### config.mk
export PLATFORM = sky130hd
export DESIGN_NAME = addressed_packet_receiver_core
export DESIGN_NICKNAME = d
export VERILOG_FILES = /design/src/rtl/apr_pkg.sv /design/src/rtl/apr_front.sv /design/src/rtl/apr_queue.sv /design/src/rtl/apr_back.sv /design/src/rtl/addressed_packet_receiver_core.sv
export VERILOG_INCLUDE_DIRS = /design/src /design/src/rtl
export SDC_FILE = /design/constraint.sdc
export NUM_CORES = 1
export LEC_CHECK = 0
export BUFFER_PORTS_ARGS = -buffer_cell sky130_fd_sc_hd__buf_2
export CELL_PAD_IN_SITES_DETAIL_PLACEMENT = 0
export CELL_PAD_IN_SITES_GLOBAL_PLACEMENT = 2
export CORE_ASPECT_RATIO = 1.1
export CORE_MARGIN = 4
export CORE_UTILIZATION = 45
export CTS_BUF_LIST = sky130_fd_sc_hd__clkbuf_2
export DETAILED_ROUTE_END_ITERATION = 8
export PLACE_DENSITY = 0.92
export SKIP_CTS_REPAIR_TIMING = 1
export SLEW_MARGIN = 20
export SYNTH_ARGS = -nofsm -noshare
export SYNTH_HDL_FRONTEND = slang
export SYNTH_SLANG_ARGS = --single-unit
### constraint.sdc
create_clock -name clk_i -period 5.45 [get_ports clk_i]
set_input_delay 0 -clock clk_i [delete_from_list [all_inputs] [get_ports clk_i]]
set_output_delay 0 -clock clk_i [all_outputs]
set_load 0.02 [all_outputs]
### src/rtl/addressed_packet_receiver_core_defines.svh
// Assertion macros shared by the receiver modules.
`ifndef ADDRESSED_PACKET_RECEIVER_CORE_DEFINES_SVH
`define ADDRESSED_PACKET_RECEIVER_CORE_DEFINES_SVH

`ifndef SYNTHESIS

// Check an implication property on every clock edge outside reset.
`define APR_ASSERT(lbl, clk, rstn, prop) \
  lbl: assert property (@(posedge clk) disable iff (!rstn) prop) \
    else $error("%m: assertion failed");

// Check that a condition never holds outside reset.
`define APR_ASSERT_NEVER(lbl, clk, rstn, cond) \
  lbl: assert property (@(posedge clk) disable iff (!rstn) !(cond)) \
    else $error("%m: forbidden condition seen");

`else

`define APR_ASSERT(lbl, clk, rstn, prop)
`define APR_ASSERT_NEVER(lbl, clk, rstn, cond)

`endif

`endif

### src/rtl/apr_pkg.sv
// Types, codes and the CRC helper shared by the packet receiver modules.
package apr_pkg;

  localparam logic [3:0]  BROADCAST_ADDR = 4'hF;
  localparam logic [15:0] CRC_INIT       = 16'hFFFF;
  localparam logic [15:0] CRC_POLY       = 16'h1021;

  // Result kinds
  localparam logic [1:0] KIND_PAYLOAD = 2'd0;
  localparam logic [1:0] KIND_STATUS  = 2'd1;
  localparam logic [1:0] KIND_ACK     = 2'd2;

  // Frame positions, counted from the address character as one
  localparam logic [6:0] POS_CTRL  = 7'd2;
  localparam logic [6:0] POS_CHECK = 7'd3;
  localparam logic [6:0] POS_MAX   = 7'd68;

  // One classified character handed from the front end to the back end
  typedef struct packed {
    logic        has_payload;
    logic [7:0]  payload;
    logic        has_end;
    logic        crc_ok;
    logic        send_ack;
    logic [3:0]  own_addr;
    logic [7:0]  hdr_addr;
    logic [7:0]  hdr_ctrl;
    logic [15:0] tail_bytes;
  } job_t;

  // Result sequencer steps
  typedef enum logic [2:0] {
    STEP_PAYLOAD,
    STEP_STATUS,
    STEP_ACK0,
    STEP_ACK1,
    STEP_ACK2,
    STEP_CRC_HI,
    STEP_CRC_LO
  } step_e;

  // CRC-16/CCITT-FALSE update by one byte, MSB first
  function automatic logic [15:0] crc_feed(input logic [15:0] crc, input logic [7:0] data);
    logic [15:0] c;
    c = crc ^ {data, 8'h00};
    for (int i = 0; i < 8; i++) begin
      if (c[15]) begin
        c = {c[14:0], 1'b0} ^ CRC_POLY;
      end else begin
        c = {c[14:0], 1'b0};
      end
    end
    return c;
  endfunction

endpackage

### src/rtl/apr_front.sv
// Front end: frame tracking, header check, CRC and classification of each character.
`include "addressed_packet_receiver_core_defines.svh"

module apr_front (
  input  logic            clk_i,
  input  logic            rst_ni,
  input  logic            cfg_we_i,
  input  logic [3:0]      cfg_wdata_i,
  input  logic            in_valid_i,
  output logic            in_ready_o,
  input  logic            addr_bit_i,
  input  logic [7:0]      rx_byte_i,
  output logic            job_valid_o,
  input  logic            job_ready_i,
  output apr_pkg::job_t   job_o
);

  logic [3:0]  own_addr_q;
  logic        receiving_q, receiving_d;
  logic [6:0]  byte_count_q, byte_count_d;
  logic [6:0]  expected_tail_q, expected_tail_d;
  logic [7:0]  header_addr_q, header_addr_d;
  logic [7:0]  header_ctrl_q, header_ctrl_d;
  logic [15:0] crc_q, crc_d;
  logic [15:0] last_two_q, last_two_d;

  logic        in_fire;
  logic [6:0]  cnt;
  logic [5:0]  len;
  logic        addr_match;
  logic        dropped;
  logic        has_payload;
  logic        has_end;

  assign in_ready_o = job_ready_i;
  assign in_fire    = in_valid_i && in_ready_o;

  // Hold the node address register
  always_ff @(posedge clk_i or negedge rst_ni) begin
    if (!rst_ni) begin
      own_addr_q <= 4'd0;
    end else if (cfg_we_i) begin
      own_addr_q <= cfg_wdata_i;
    end
  end

  // Advance frame state per accepted request
  always_comb begin
    receiving_d     = receiving_q;
    byte_count_d    = byte_count_q;
    expected_tail_d = expected_tail_q;
    header_addr_d   = header_addr_q;
    header_ctrl_d   = header_ctrl_q;
    crc_d           = crc_q;
    last_two_d      = last_two_q;
    dropped         = 1'b0;
    has_payload     = 1'b0;
    has_end         = 1'b0;
    cnt             = byte_count_q + 7'd1;
    len             = header_ctrl_q[5:0];
    addr_match      = (rx_byte_i[3:0] == own_addr_q) ||
                      (rx_byte_i[3:0] == apr_pkg::BROADCAST_ADDR);
    if (in_fire) begin
      if (addr_bit_i) begin
        if (receiving_q) begin
          // an address character mid-frame drops the frame
          receiving_d = 1'b0;
        end else if (addr_match) begin
          receiving_d     = 1'b1;
          byte_count_d    = 7'd1;
          expected_tail_d = 7'd0;
          header_addr_d   = rx_byte_i;
          header_ctrl_d   = 8'd0;
          crc_d           = apr_pkg::CRC_INIT;
          last_two_d      = 16'd0;
        end
      end else if (receiving_q) begin
        byte_count_d = cnt;
        if (cnt == apr_pkg::POS_CTRL) begin
          header_ctrl_d   = rx_byte_i;
          expected_tail_d = rx_byte_i[6] ? 7'd0 : ({1'b0, rx_byte_i[5:0]} + 7'd2);
        end else if (cnt == apr_pkg::POS_CHECK) begin
          if ((header_addr_q ^ header_ctrl_q) != rx_byte_i) begin
            receiving_d = 1'b0;
            dropped     = 1'b1;
          end
        end else begin
          if (cnt <= (apr_pkg::POS_CHECK + {1'b0, len})) begin
            has_payload = 1'b1;
            crc_d       = apr_pkg::crc_feed(crc_q, rx_byte_i);
          end
          last_two_d = {last_two_q[7:0], rx_byte_i};
        end
        if (!dropped && (cnt == apr_pkg::POS_CHECK + expected_tail_q)) begin
          receiving_d = 1'b0;
          has_end     = 1'b1;
        end
      end
    end
  end

  // Build the job; the end character never carries payload, so crc_q is final
  always_comb begin
    job_o.has_payload = has_payload;
    job_o.payload     = rx_byte_i;
    job_o.has_end     = has_end;
    job_o.crc_ok      = header_ctrl_q[6] || (len == 6'd0) || (crc_q == last_two_d);
    job_o.send_ack    = has_end && header_ctrl_q[7] && (len != 6'd0);
    job_o.own_addr    = own_addr_q;
    job_o.hdr_addr    = header_addr_q;
    job_o.hdr_ctrl    = header_ctrl_q;
    job_o.tail_bytes  = last_two_d;
  end

  assign job_valid_o = in_fire && (has_payload || has_end);

  always_ff @(posedge clk_i or negedge rst_ni) begin
    if (!rst_ni) begin
      receiving_q     <= 1'b0;
      byte_count_q    <= 7'd0;
      expected_tail_q <= 7'd0;
      header_addr_q   <= 8'd0;
      header_ctrl_q   <= 8'd0;
      crc_q           <= apr_pkg::CRC_INIT;
      last_two_q      <= 16'd0;
    end else begin
      receiving_q     <= receiving_d;
      byte_count_q    <= byte_count_d;
      expected_tail_q <= expected_tail_d;
      header_addr_q   <= header_addr_d;
      header_ctrl_q   <= header_ctrl_d;
      crc_q           <= crc_d;
      last_two_q      <= last_two_d;
    end
  end

  // A frame never runs past header, 63 payload bytes and two CRC bytes
  `APR_ASSERT(a_count_bound, clk_i, rst_ni, receiving_q |-> byte_count_q <= apr_pkg::POS_MAX)
  // An ack is only ever requested together with a frame end
  `APR_ASSERT(a_ack_needs_end, clk_i, rst_ni, job_valid_o && job_o.send_ack |-> job_o.has_end)
  // A payload byte and a frame end never come from the same character
  `APR_ASSERT_NEVER(a_payload_end, clk_i, rst_ni, job_o.has_payload && job_o.has_end)

endmodule

### src/rtl/apr_queue.sv
// Two-entry job queue between the front end and the back end.
module apr_queue (
  input  logic          clk_i,
  input  logic          rst_ni,
  input  logic          push_valid_i,
  output logic          push_ready_o,
  input  apr_pkg::job_t push_job_i,
  output logic          pop_valid_o,
  input  logic          pop_i,
  output apr_pkg::job_t pop_job_o
);

  apr_pkg::job_t mem_q [2];
  logic          wr_ptr_q;
  logic          rd_ptr_q;
  logic [1:0]    count_q;
  logic          push;
  logic          pop;

  assign push_ready_o = (count_q != 2'd2);
  assign pop_valid_o  = (count_q != 2'd0);
  assign pop_job_o    = mem_q[rd_ptr_q];
  assign push         = push_valid_i && push_ready_o;
  assign pop          = pop_i && pop_valid_o;

  // Write entry
  always_ff @(posedge clk_i) begin
    if (push) begin
      mem_q[wr_ptr_q] <= push_job_i;
    end
  end

  // Advance pointers and fill level
  always_ff @(posedge clk_i or negedge rst_ni) begin
    if (!rst_ni) begin
      wr_ptr_q <= 1'b0;
      rd_ptr_q <= 1'b0;
      count_q  <= 2'd0;
    end else begin
      if (push) begin
        wr_ptr_q <= ~wr_ptr_q;
      end
      if (pop) begin
        rd_ptr_q <= ~rd_ptr_q;
      end
      if (push && !pop) begin
        count_q <= count_q + 2'd1;
      end else if (pop && !push) begin
        count_q <= count_q - 2'd1;
      end
    end
  end

endmodule

### src/rtl/apr_back.sv
// Back end: expands each job into its result requests and holds the output register.
`include "addressed_packet_receiver_core_defines.svh"

module apr_back (
  input  logic          clk_i,
  input  logic          rst_ni,
  input  logic          job_valid_i,
  output logic          job_pop_o,
  input  apr_pkg::job_t job_i,
  output logic          out_valid_o,
  input  logic          out_ready_i,
  output logic [1:0]    kind_o,
  output logic [7:0]    out_byte_o,
  output logic [3:0]    src_address_o,
  output logic          is_command_o,
  output logic          ack_requested_o,
  output logic [5:0]    length_field_o,
  output logic          crc_ok_o,
  output logic          last_o
);

  apr_pkg::step_e step_q, step_d, cur_step;
  logic           active_q, active_d;
  logic           emit;
  logic           step_last;
  logic [1:0]     res_kind;
  logic [7:0]     res_byte;
  logic           res_ok;
  logic [7:0]     ack0;
  logic [7:0]     ack1;

  logic           out_valid_q;
  logic [1:0]     kind_q;
  logic [7:0]     byte_q;
  logic [3:0]     src_q;
  logic           cmd_q;
  logic           ackreq_q;
  logic [5:0]     len_q;
  logic           ok_q;
  logic           last_q;

  assign emit      = job_valid_i && (!out_valid_q || out_ready_i);
  assign job_pop_o = emit && step_last;
  assign ack0      = {job_i.own_addr, job_i.hdr_addr[7:4]};
  assign ack1      = {1'b1, job_i.hdr_ctrl[6], 6'd0};

  // Pick the current step, the result it makes and the next step
  always_comb begin
    cur_step  = active_q ? step_q : (job_i.has_payload ? apr_pkg::STEP_PAYLOAD
                                                       : apr_pkg::STEP_STATUS);
    step_d    = step_q;
    active_d  = active_q;
    step_last = 1'b1;
    res_kind  = apr_pkg::KIND_ACK;
    res_byte  = 8'd0;
    res_ok    = 1'b0;
    unique case (cur_step)
      apr_pkg::STEP_PAYLOAD: begin
        res_kind  = apr_pkg::KIND_PAYLOAD;
        res_byte  = job_i.payload;
        step_last = !job_i.has_end;
        step_d    = apr_pkg::STEP_STATUS;
      end
      apr_pkg::STEP_STATUS: begin
        res_kind  = apr_pkg::KIND_STATUS;
        res_ok    = job_i.crc_ok;
        step_last = !job_i.send_ack;
        step_d    = apr_pkg::STEP_ACK0;
      end
      apr_pkg::STEP_ACK0: begin
        res_byte  = ack0;
        step_last = 1'b0;
        step_d    = apr_pkg::STEP_ACK1;
      end
      apr_pkg::STEP_ACK1: begin
        res_byte  = ack1;
        step_last = 1'b0;
        step_d    = apr_pkg::STEP_ACK2;
      end
      apr_pkg::STEP_ACK2: begin
        res_byte  = ack0 ^ ack1;
        step_last = job_i.hdr_ctrl[6];
        step_d    = apr_pkg::STEP_CRC_HI;
      end
      apr_pkg::STEP_CRC_HI: begin
        res_byte  = job_i.tail_bytes[15:8];
        step_last = 1'b0;
        step_d    = apr_pkg::STEP_CRC_LO;
      end
      apr_pkg::STEP_CRC_LO: begin
        res_byte  = job_i.tail_bytes[7:0];
        step_last = 1'b1;
        step_d    = apr_pkg::STEP_CRC_LO;
      end
      default: begin
        step_last = 1'b1;
      end
    endcase
    if (emit) begin
      active_d = !step_last;
    end else begin
      step_d = step_q;
    end
  end

  always_ff @(posedge clk_i or negedge rst_ni) begin
    if (!rst_ni) begin
      step_q   <= apr_pkg::STEP_PAYLOAD;
      active_q <= 1'b0;
    end else begin
      step_q   <= step_d;
      active_q <= active_d;
    end
  end

  // Hold the result until taken, load the next one behind it
  always_ff @(posedge clk_i or negedge rst_ni) begin
    if (!rst_ni) begin
      out_valid_q <= 1'b0;
    end else if (emit) begin
      out_valid_q <= 1'b1;
    end else if (out_ready_i) begin
      out_valid_q <= 1'b0;
    end
  end

  always_ff @(posedge clk_i) begin
    if (emit) begin
      kind_q   <= res_kind;
      byte_q   <= res_byte;
      src_q    <= job_i.hdr_addr[7:4];
      cmd_q    <= job_i.hdr_ctrl[6];
      ackreq_q <= job_i.hdr_ctrl[7];
      len_q    <= job_i.hdr_ctrl[5:0];
      ok_q     <= res_ok;
      last_q   <= step_last;
    end
  end

  assign out_valid_o     = out_valid_q;
  assign kind_o          = kind_q;
  assign out_byte_o      = byte_q;
  assign src_address_o   = src_q;
  assign is_command_o    = cmd_q;
  assign ack_requested_o = ackreq_q;
  assign length_field_o  = len_q;
  assign crc_ok_o        = ok_q;
  assign last_o          = last_q;

  // A job stays at the queue head until its last result is loaded into the output register
  `APR_ASSERT(a_active_has_job, clk_i, rst_ni, active_q |-> job_valid_i)
  // CRC bytes of an ack only follow a data frame
  `APR_ASSERT(a_crc_data_only, clk_i, rst_ni,
              active_q && step_q == apr_pkg::STEP_CRC_HI |-> !job_i.hdr_ctrl[6])
  // Only a status result carries a CRC verdict
  `APR_ASSERT(a_ok_status_only, clk_i, rst_ni,
              out_valid_o && kind_o != apr_pkg::KIND_STATUS |-> !crc_ok_o)

endmodule

### src/rtl/addressed_packet_receiver_core.sv
// Top level of the addressed 9-bit multidrop packet receiver.

// Receives 9-bit multidrop characters, opens a frame on an address character for
// this node or broadcast, checks the header, streams payload bytes, runs
// CRC-16/CCITT-FALSE and at frame end issues a status result and, when asked
// with a nonzero length, the ack frame bytes. The front end takes one character
// a cycle while its two-entry job queue has room; the back end's sequencer sends
// one result a cycle from the output register while that register is empty or
// being taken. A payload character makes one result; a frame end makes one for
// status, four with a command ack, six with a data ack. A result passes through
// the job queue and the output register. There is no clearing pass after reset.
module addressed_packet_receiver_core (
  input  logic       clk_i,
  input  logic       rst_ni,
  input  logic       cfg_we_i,
  input  logic [3:0] cfg_wdata_i,
  input  logic       in_valid_i,
  output logic       in_ready_o,
  input  logic       addr_bit_i,
  input  logic [7:0] rx_byte_i,
  output logic       out_valid_o,
  input  logic       out_ready_i,
  output logic [1:0] kind_o,
  output logic [7:0] out_byte_o,
  output logic [3:0] src_address_o,
  output logic       is_command_o,
  output logic       ack_requested_o,
  output logic [5:0] length_field_o,
  output logic       crc_ok_o,
  output logic       last_o
);

  apr_pkg::job_t front_job;
  apr_pkg::job_t head_job;
  logic          front_valid;
  logic          front_ready;
  logic          head_valid;
  logic          head_pop;

  apr_front u_front (
    .clk_i       (clk_i),
    .rst_ni      (rst_ni),
    .cfg_we_i    (cfg_we_i),
    .cfg_wdata_i (cfg_wdata_i),
    .in_valid_i  (in_valid_i),
    .in_ready_o  (in_ready_o),
    .addr_bit_i  (addr_bit_i),
    .rx_byte_i   (rx_byte_i),
    .job_valid_o (front_valid),
    .job_ready_i (front_ready),
    .job_o       (front_job)
  );

  apr_queue u_queue (
    .clk_i        (clk_i),
    .rst_ni       (rst_ni),
    .push_valid_i (front_valid),
    .push_ready_o (front_ready),
    .push_job_i   (front_job),
    .pop_valid_o  (head_valid),
    .pop_i        (head_pop),
    .pop_job_o    (head_job)
  );

  apr_back u_back (
    .clk_i           (clk_i),
    .rst_ni          (rst_ni),
    .job_valid_i     (head_valid),
    .job_pop_o       (head_pop),
    .job_i           (head_job),
    .out_valid_o     (out_valid_o),
    .out_ready_i     (out_ready_i),
    .kind_o          (kind_o),
    .out_byte_o      (out_byte_o),
    .src_address_o   (src_address_o),
    .is_command_o    (is_command_o),
    .ack_requested_o (ack_requested_o),
    .length_field_o  (length_field_o),
    .crc_ok_o        (crc_ok_o),
    .last_o          (last_o)
  );

endmodule

* Yosys cells after proc, flatten, opt, wreduce, memory -nomap -nowiden
Memories as Yosys holds them, arrays and structs flattened. Cells that the tools add are included.
Cells by class: add/sub/neg operators 6, magnitude comparators 1, equality and inequality tests 17, muxes and demuxes 115, bitwise logic cells 14, reduce and logical (&&, ||, !) cells 41
Operator list (count):
- $mux W16 | 56
- $mux W13 | 8
- $mux W7 | 10
- $pmux W8 S6 | 1
- $mux W8 | 5
- $mux W1 | 29
- $not A3 Y3 | 8
- $pmux W3 S6 | 1
- $eq A16 B16 Y1 | 1
- $xor A16 B16 Y16 | 1
- $xor A8 B8 Y8 | 2
- $eq A7 B2 Y1 const B | 2
- $reduce_bool A2 Y1 | 7
- $reduce_bool A6 Y1 | 2
- $logic_and A1 B1 Y1 | 11
- $eq A3 B3 Y1 const B | 3
- $ne A2 B2 Y1 const B | 4
- $ne A8 B8 Y1 | 1
- $reduce_and A4 Y1 | 2
- $add A2 B6 Y7 const A | 1
- $add A2 B7 Y7 const A | 1
- $add A6 B2 Y7 const B | 1
- $add A7 B1 Y7 const B | 1
- $eq A7 B7 Y1 | 1
- 21 further kinds | 35
Storage, ports and cells: bits in registers 100, RAM bits 96, bits of input ports 18, output and inout bits 26, logic and storage cells 217, memories 1
Memory list:
- u_queue.mem_q | words 2, bits a word 48, rd ports 1, clocked after Yosys merged registers in 0, write ports 1, RTL line apr_queue.sv:13 | apr_pkg::job_t mem_q [2];

* Logic depth before layout (Yosys ltp)
Gate-level depths: netlist (run 1).
depth after elaboration 64, mapped depth 17, mapped depth without buffers 14

* By module
From an unflattened synthesis (run 1), not the netlist that was laid out.
Second synthesis, totals: cells, all modules 736, area, all modules 9773.1 um2
Modules (own cells, without submodules):
- apr_front | times used 1, cells each 455, area an instance 4620.7 um2, seq. area each 1696.6 um2
- apr_queue | times used 1, cells each 167, area an instance 3703.6 um2, seq. area each 2982.9 um2
- apr_back | times used 1, cells each 114, area an instance 1448.9 um2, seq. area each 845.8 um2

* Worst setup path after synthesis (run 1)
Ideal clock, no wire load.
path kind reg-to-reg, start point register u_front.byte_count_q[1], end point memory u_queue.mem_q[0][0] (netlist name) (enable), library setup time 0.451 ns, arrival 4.289 ns, required time 4.999 ns, path slack 0.710 ns, cell stages (with the launch flop) 12, buffers on the path 0, clock period less this slack 4.740 ns, cells stage by stage dfrtp_1 > ha_1 > and3_1 > nand3_1 > xor2_1 > inv_1 > ha_1 > nand4_1 > o32ai_2 > a21oi_2 > o22ai_1 > nor2b_1
Between the ends: longest elaborated chain between the ends 18, elaborated cells on any way between the ends 27, classes of those cells add/sub: 1; order compare: 1; eq/ne: 3; mux: 17; reduce/logical: 5
Ends and longest elaborated chain:
- from (decl) | RTL line apr_front.sv:20 | logic [6:0] byte_count_q, byte_count_d;
- from (signal assigned) | RTL line apr_front.sv:128 | byte_count_q <= byte_count_d;
- $add A7 B1 Y7 (*) | RTL line apr_front.sv:59 | cnt = byte_count_q + 7'd1;
- $eq A7 B2 Y1 | RTL line apr_front.sv:82 | end else if (cnt == apr_pkg::POS_CHECK) begin
- $mux W1 | RTL line apr_front.sv:82
- $mux W1 | RTL line apr_front.sv:79 | if (cnt == apr_pkg::POS_CTRL) begin
- $mux W1 | RTL line apr_front.sv:77 | end else if (receiving_q) begin
- $mux W1 | RTL line apr_front.sv:64 | if (addr_bit_i) begin
- $mux W1 | RTL line apr_front.sv:63 | if (in_fire) begin
- $logic_not A1 Y1 | RTL line apr_front.sv:94 | if (!dropped && (cnt == apr_pkg::POS_CHECK + expected_tail_q)) begin
- [... 3 more ...]
- $mux W1 | RTL line apr_front.sv:64
- $mux W1 | RTL line apr_front.sv:63
- $logic_or A1 B1 Y1 (*) | RTL line apr_front.sv:115 | assign job_valid_o = in_fire && (has_payload || has_end);
- $logic_and A1 B1 Y1 (*) | RTL line apr_front.sv:115
- $logic_and A1 B1 Y1 (*) | RTL line apr_queue.sv:23 | assign push = push_valid_i && push_ready_o;
- named net u_queue.push | RTL line apr_queue.sv:17 | logic push;
- $mux W1 (*) | RTL line apr_queue.sv:28 | if (push) begin
- $mux W1 (implied by the code) (*) | RTL line apr_queue.sv:29 | mem_q[wr_ptr_q] <= push_job_i;
- to (decl) | RTL line apr_queue.sv:13
Mark *: on every way through the listed nets, which the timed path passes. The rest lies on a longest branch. The select of a mux whose other input is x is not followed.

* Final worst setup path (run 1)
start point register u_front.byte_count_q[0], end point memory u_queue.mem_q[1][45] (netlist name) (enable)
The elaborated chain is that of the path after synthesis.

==> results of run 1 <==
==> sequential cells by signal, indices dropped and copies added, names as in the netlist, 6 cells and up <==
name,cells
u_queue.mem_q,88
u_front.crc_q,16
u_front.byte_count_q,7
u_front.header_addr_q,8
u_back.out_byte_o,8
u_front.expected_tail_q,7
u_back.length_field_o,6
u_front.header_ctrl_q,8
u_front.last_two_q,16
==> how the worst max path moves through the flow <==
stage / end / cells past startpoint
final: u_queue.mem_q[1][45] / 11
after global routing: u_queue.mem_q[1][45] / 11
after CTS: u_queue.mem_q[1][39] / 11
after detailed placement: u_queue.mem_q[1][45] / 11
after global placement: u_queue.mem_q[1][7] / 11
after floorplan: u_queue.mem_q[0][0] / 11
==> Yosys cell counts, types with 2 or more instances <==
| library cell | instances | share of area, % |
|---|---|---|
| edfxtp_1 | 112 | 37 |
| o22a_1 | 6 | 0.58 |
| o211ai_1 | 2 | 0.16 |
| o31ai_1 | 3 | 0.25 |
| nand4_1 | 8 | 0.55 |
| mux2_4 | 8 | 1.3 |
| and3_1 | 3 | 0.21 |
| and2_1 | 3 | 0.21 |
| nand3b_1 | 2 | 0.16 |
| a21o_1 | 2 | 0.16 |
| o22ai_1 | 19 | 1.3 |
| a221oi_1 | 5 | 0.48 |
| nand2b_1 | 2 | 0.14 |
| nor2_1 | 46 | 1.9 |
| a21boi_0 | 15 | 1.2 |
| a21oi_2 | 2 | 0.19 |
| buf_6 | 3 | 0.37 |
| mux2i_1 | 22 | 2.4 |
| xnor2_2 | 3 | 0.53 |
| nor4_1 | 8 | 0.55 |
| nor3_1 | 4 | 0.22 |
| a211oi_1 | 4 | 0.33 |
| buf_2 | 5 | 0.27 |
| xor2_1 | 39 | 3.7 |
| inv_1 | 20 | 0.82 |
| nor2b_1 | 3 | 0.21 |
| dfstp_2 | 16 | 4.6 |
| o21a_1 | 3 | 0.25 |
| xnor2_1 | 45 | 4.3 |
| dfrtp_1 | 60 | 16 |
| o221ai_1 | 2 | 0.19 |
| o2bb2ai_1 | 2 | 0.19 |
| o21ai_0 | 34 | 1.9 |
| clkbuf_1 | 26 | 1.1 |
| a211o_1 | 2 | 0.19 |
| a21oi_1 | 32 | 1.8 |
| buf_4 | 5 | 0.41 |
| nand2_1 | 67 | 2.8 |
| a41o_1 | 3 | 0.33 |
| nand3_1 | 9 | 0.49 |
| ha_1 | 20 | 2.7 |
| mux2_2 | 35 | 4.3 |
==> power groups by stage <==
stage                     sequential (W)  clock, W  combinational, W
after floorplan                  0.00225         0           0.00166
after global placement           0.00222         0           0.00215
after detailed placement         0.00225         0           0.00222
after CTS                        0.00222  0.000752           0.00223
after global routing             0.00226  0.000820           0.00248
final                            0.00222  0.000728           0.00223
==> placed cells by master (no fill, tap or decap), types with 3 or more instances in the layout <==
master / count
a211oi_1: 3
a21boi_0: 15
a21oi_1: 31
a21oi_2: 3
a221oi_1: 5
a41o_1: 3
and3_1: 3
buf_2: 42
buf_4: 5
clkbuf_2: 17
clkinv_4: 3
dfrtp_1: 59
dfstp_2: 16
dlygate4sd3_1: 26
edfxtp_1: 112
ha_1: 20
inv_1: 20
inv_6: 3
inv_8: 4
mux2_2: 35
mux2_4: 8
mux2i_1: 22
nand2_1: 67
nand3_1: 9
nand4_1: 8
nor2_1: 46
nor3_1: 4
nor4_1: 8
o21a_1: 3
o21ai_0: 34
o22a_1: 6
o22ai_1: 19
o31ai_1: 3
xnor2_1: 45
xnor2_2: 3
xor2_1: 39
==> layer usage <==
| metal | track usage [%] | share of wire [%] |
|---|---|---|
| met2 | 30.22 | 50 |
| met3 | 3.251 | 2.9 |
| met4 | 4.709 | 1.6 |
| met1 | 23.42 | 45 |
| met5 | 0 | 0 |
==> kinds of logic (layout without fill, tap and decap cells) <==
kind of cell             Yosys count  after routing  share of synthesized area, %
multiplexers                      65             65                         8.042
other                              0              1                             0
AND/OR/NAND/NOR                  165            165                         8.344
AO/OA/AOI/OAI                    148            148                         11.08
buffers and inverters             62            129                         3.069
adder cells (fa/ha/maj)           20             20                         2.740
flip-flops                       188            188                         57.87
XOR/XNOR                          88             88                         8.851
==> critical path: stages, from the launching register on <==
cell     delay [ns]
dfrtp_1        0.63
ha_1           0.35
and3_1         0.23
nand3_1        0.10
xor2_1         0.30
inv_1          0.08
ha_1           0.31
nand4_1        0.11
o32ai_2        0.28
a21oi_2        0.11
o22ai_1        0.31
and2_2         0.93
==> metrics by stage <==
stage	total power, W	hold slack [ns]	worst slack (ns)	utilization, %	cell area, sq um
after floorplan	0.003915	-0.2956	0.7102	-	9133
after global placement	0.004375	0.1927	1.564	47.95	9524
after detailed placement	0.004467	0.2171	1.393	47.95	9524
after CTS	0.005196	-0.6729	1.329	49.27	9787
after global routing	0.005557	0.03609	1.063	50.75	10080
final	0.005178	0.1266	1.331	50.75	10080
==> cell type report <==
class | instances | area (sq um)
fill | 1759 | 9783
sequential | 188 | 5286
multi-input combinational | 486 | 3585
timing repair buffer | 75 | 546.8
tap | 252 | 315.3
clock inverter | 15 | 177.7
clock buffer | 17 | 85.08
inverter | 22 | 82.58
antenna | 1 | 2.502
==> metrics, run 1 <==
reg2reg path depth 11; maximum clock path buffer count 2; Worst Hold Launch cfg_we_i; Logic pwr share between 40% and 50%; FP Rows 54; CTS tree done; Yosys Warn Count 0; Seq/Total Area, Yosys 57.87%; number of synthesized flops with an enable pin 112; period utilization 75.57%; Worst setup EP type flop; Placed Cells incl. Taps 996; Internal 0.003114 W; Top FF cell, synth edfxtp_1; CP Launch Type flop; Worst R2R End u_queue.mem_q[1][45]; final hold violations 0; relative slew slack 27.86%; initial antenna violation count 1; outcome complete, no violations; Die X 143.8 microns; Tmin final 4.119 ns; clk_lat worst skew around 0.75 ns; die area 0.02264 sq mm; Starting DRT DRC Count 360; grt total ovfl 0; WL/cell 18.57 microns; DRT Pass-1 Iters 5; CTS H-Tree Depth 4; unrepaired setup endpoints after global routing no; Yosys cell types 68; Clock Power Share 14.1%; final-stage net count 828; max frequency 242.8 MHz; first-pass GRT wire length 31150 microns; PD cells 513.7 mW/mm^2; critical path startpoint u_front.byte_count_q[0]; Sink Count 188; # setup viols final 0; Final Wtd Congestion 0.8492; pin count of the biggest net entering global routing 77; Syn Nets 774; drt total wl 19610 microns; vias after detailed routing approximately 5.7k; setup TNS 0 ns; io pins 44; reg2reg setup slack 1.33 ns; Finished Layout Cells approximately 1.1k; P_sw roughly 0.0021 W; core area 0.01986 sq mm; Die Height about 160 microns; Yosys reg bits 188; Worst Setup Path Type reg2reg; max-cap viol count 0; number of port buffers 43; Leak 3.981 nW; Hold Path Class in2reg; layout cells sized above 1 20.05%; Worst Clk Skew ~0.04 ns; clock root cell clkbuf_2; Area growth syn-to-layout 10.38%; Switching Share 39.87%; Post-Synthesis Cells 736; Worst EP arrival 4.50 ns; CP max FO 45; Seq pwr share 42.8%; hold endpoint u_front.own_addr_q[2]; Max IR drop VDD 0.3536 mV; drt drc 0; via count of the first global-routing pass 5830; total CTS buffers 17; GRT Overall Usage 17.76%; Req. time, crit path 5.83 ns; Critical R2R Launch u_front.byte_count_q[0]; initial core utilization approximately 46%; vias per cell approximately 5.4; max-slew violation count 0; Hold Path Depth 3; ys async rst share 40.43%; worst-margin pin slew 1.082 ns; clock-pin slew on the worst setup and hold paths 0.26 ns; Post-Syn Area slightly above 0.009 sq mm; syn_area_per_cell 12.41 sq um; placed wire-length estimate around 13000 microns; DRT antenna net count 0
No activity file was read; power rests on OpenSTA's default activity.
==> run 2, diff against run 1 <==
==> constraint.sdc (replaced) <==
create_clock -name clk_i -period 4.1 [get_ports clk_i]
set_input_delay 0 -clock clk_i [delete_from_list [all_inputs] [get_ports clk_i]]
set_output_delay 0 -clock clk_i [all_outputs]
set_load 0.02 [all_outputs]
==> metrics, run 2 (synthesized netlist as in run 1, its figures left out) <==
outcome complete, no violations; GRT Overall Usage 17.69% (-0.062 points); Worst Hold Launch cfg_we_i; max frequency 266.2 MHz (+9.6%); # setup viols final 0 (unchanged); Die Height 157.4 microns (unchanged); worst-margin pin slew 0.9758 ns (-0.1062 ns); pin count of the biggest net entering global routing 77 (unchanged); grt total ovfl 0 (unchanged); placed wire-length estimate 13600 microns (+1.2%); DRT Pass-1 Iters 5 (unchanged); vias after detailed routing 5807 (+1.1%); max-slew violation count 0 (unchanged); number of port buffers 43 (unchanged); max FFs per register 88 (unchanged); Area growth syn-to-layout 10.67%; via count of the first global-routing pass 5831 (+0.017%); Worst setup EP type flop; Worst Clk Skew 0.03310 ns (-0.005756 ns); post-layout util 50.88% (+0.13 points); most flop-heavy register u_queue.mem_q; Final Wtd Congestion 0.8530 (+0.45%); WL/cell 18.60 microns (+0.18%); Setup WS pre-CTS 0.4439 ns (-0.9491 ns); setup TNS 0 ns (unchanged); Starting DRT DRC Count 360 (unchanged); final setup margin 0.3436 ns (-0.9877 ns); Leak 3.977 nW (-0.12%); die area 0.02264 sq mm (unchanged); initial antenna violation count 1 (unchanged); final hold violations 0 (unchanged); CTS tree done; max-cap viol count 0 (unchanged); maximum clock path buffer count 2 (unchanged); clock-pin slew on the worst setup and hold paths 0.28 ns (+0.02 ns); critical path startpoint u_front.byte_count_q[0]; Finished Cell Area 0.01011 sq mm (+0.26%); Finished Layout Cells 1059 (+0.28%); core area 0.01986 sq mm (unchanged); Die X 143.8 microns (unchanged); CP max FO 37 (-18%); CTS H-Tree Depth 4 (unchanged); drt total wl 19700 microns (+0.46%); CP Launch Type flop; initial core utilization 45.98% (unchanged); Worst EP arrival 4.23 ns (-0.27 ns); most common cell after layout, fill and taps aside edfxtp_1; Req. time, crit path 4.57 ns (-1.26 ns); Sink Count 188 (unchanged); Hold Path Class in2reg; final-stage net count 831 (+0.36%); clock root cell clkbuf_2; unrepaired setup endpoints after global routing no; Largest regs u_queue.mem_q (88), u_front.crc_q (16), u_front.last_two_q (16); clk_lat worst skew 0.76 ns (about the same); Worst Setup Path Type reg2reg; Placed Cells incl. Taps 999 (+0.30%); drt drc 0 (unchanged); PD cells 678.9 mW/mm^2 (+32%); relative slew slack 34.70% (+6.8 points); Tmin final 3.756 ns (-0.3623 ns); io pins 44 (unchanged); layout cells sized above 1 20.22% (+0.17 points); total CTS buffers 17 (unchanged); Max IR drop VDD 0.3537 mV (about the same); commonest cells after routing, fill and taps aside edfxtp_1, nand2_1, dfrtp_1; DRT antenna net count 0 (unchanged); period utilization 91.62% (+16 points); Post-DP Area 0.009572 sq mm (+0.50%); FP Rows 54 (unchanged); first-pass GRT wire length 31070 microns (-0.27%); Critical R2R Launch u_front.byte_count_q[0]; vias per cell 5.483 (+0.83%)
run 2: report_power, final:
group	internal [W]	total, W	switching [W]
registers	0.00258	0.00295	0.000364
logic	0.00128	0.00300	0.00172
clock network	0.000242	0.000918	0.000676
total	0.00410	0.00686	0.00276
run 2: area by class of cell:
class | instances | area, sq um
inverters | 22 | 82.58
fillers | 1742 | 9757
repair buffers | 78 | 594.3
clock buffers | 17 | 85.08
clock inverters | 15 | 156.4
well taps | 252 | 315.3
diodes | 1 | 2.502
flip-flops and latches | 188 | 5286
multi-input cells | 486 | 3585
run 2: final timing paths:
check,to,slack [ns],cells past startpoint
worst max register to register,u_queue.mem_q[0][37],0.34,12
worst min register to register,u_back.step_q[1],0.52,2
min in group asynchronous,u_front.crc_q[6],0.39,3
worst min-delay path,u_front.own_addr_q[0],0.12,3
max in group asynchronous,u_front.last_two_q[8],3.38,4
worst max-delay path,u_queue.mem_q[0][37],0.34,12
run 2: worst max-delay path, cell delays in order (launching register included):
cell and delay (ns):
dfrtp_1 0.63, ha_1 0.34, and3_1 0.22, nand3_1 0.10, xor2_1 0.27, inv_1 0.08, ha_1 0.30, nand4_1 0.12
o32ai_2 0.28, a21oi_2 0.11, o22ai_1 0.36, nor2b_4 0.37, buf_12 0.26
run 2: metrics by stage:
| step | hold WS, ns | total power, W |
|---|---|---|
| detailed placement | 0.2127 | 0.005971 |
| global route | 0.03371 | 0.007353 |
| global placement | 0.1957 | 0.005866 |
| finish | 0.1175 | 0.006862 |
| floorplan | -0.2956 | 0.005204 |
| CTS | -0.6862 | 0.006890 |
run 2: routing by layer:
layer,up-vias,wire length [microns],GRT usage (%)
met5,-,0,0
met4,0,450,6.278
met2,124,9858,29.65
met3,27,699,3.342
met1,2876,8693,22.99
li1,2780,-,-
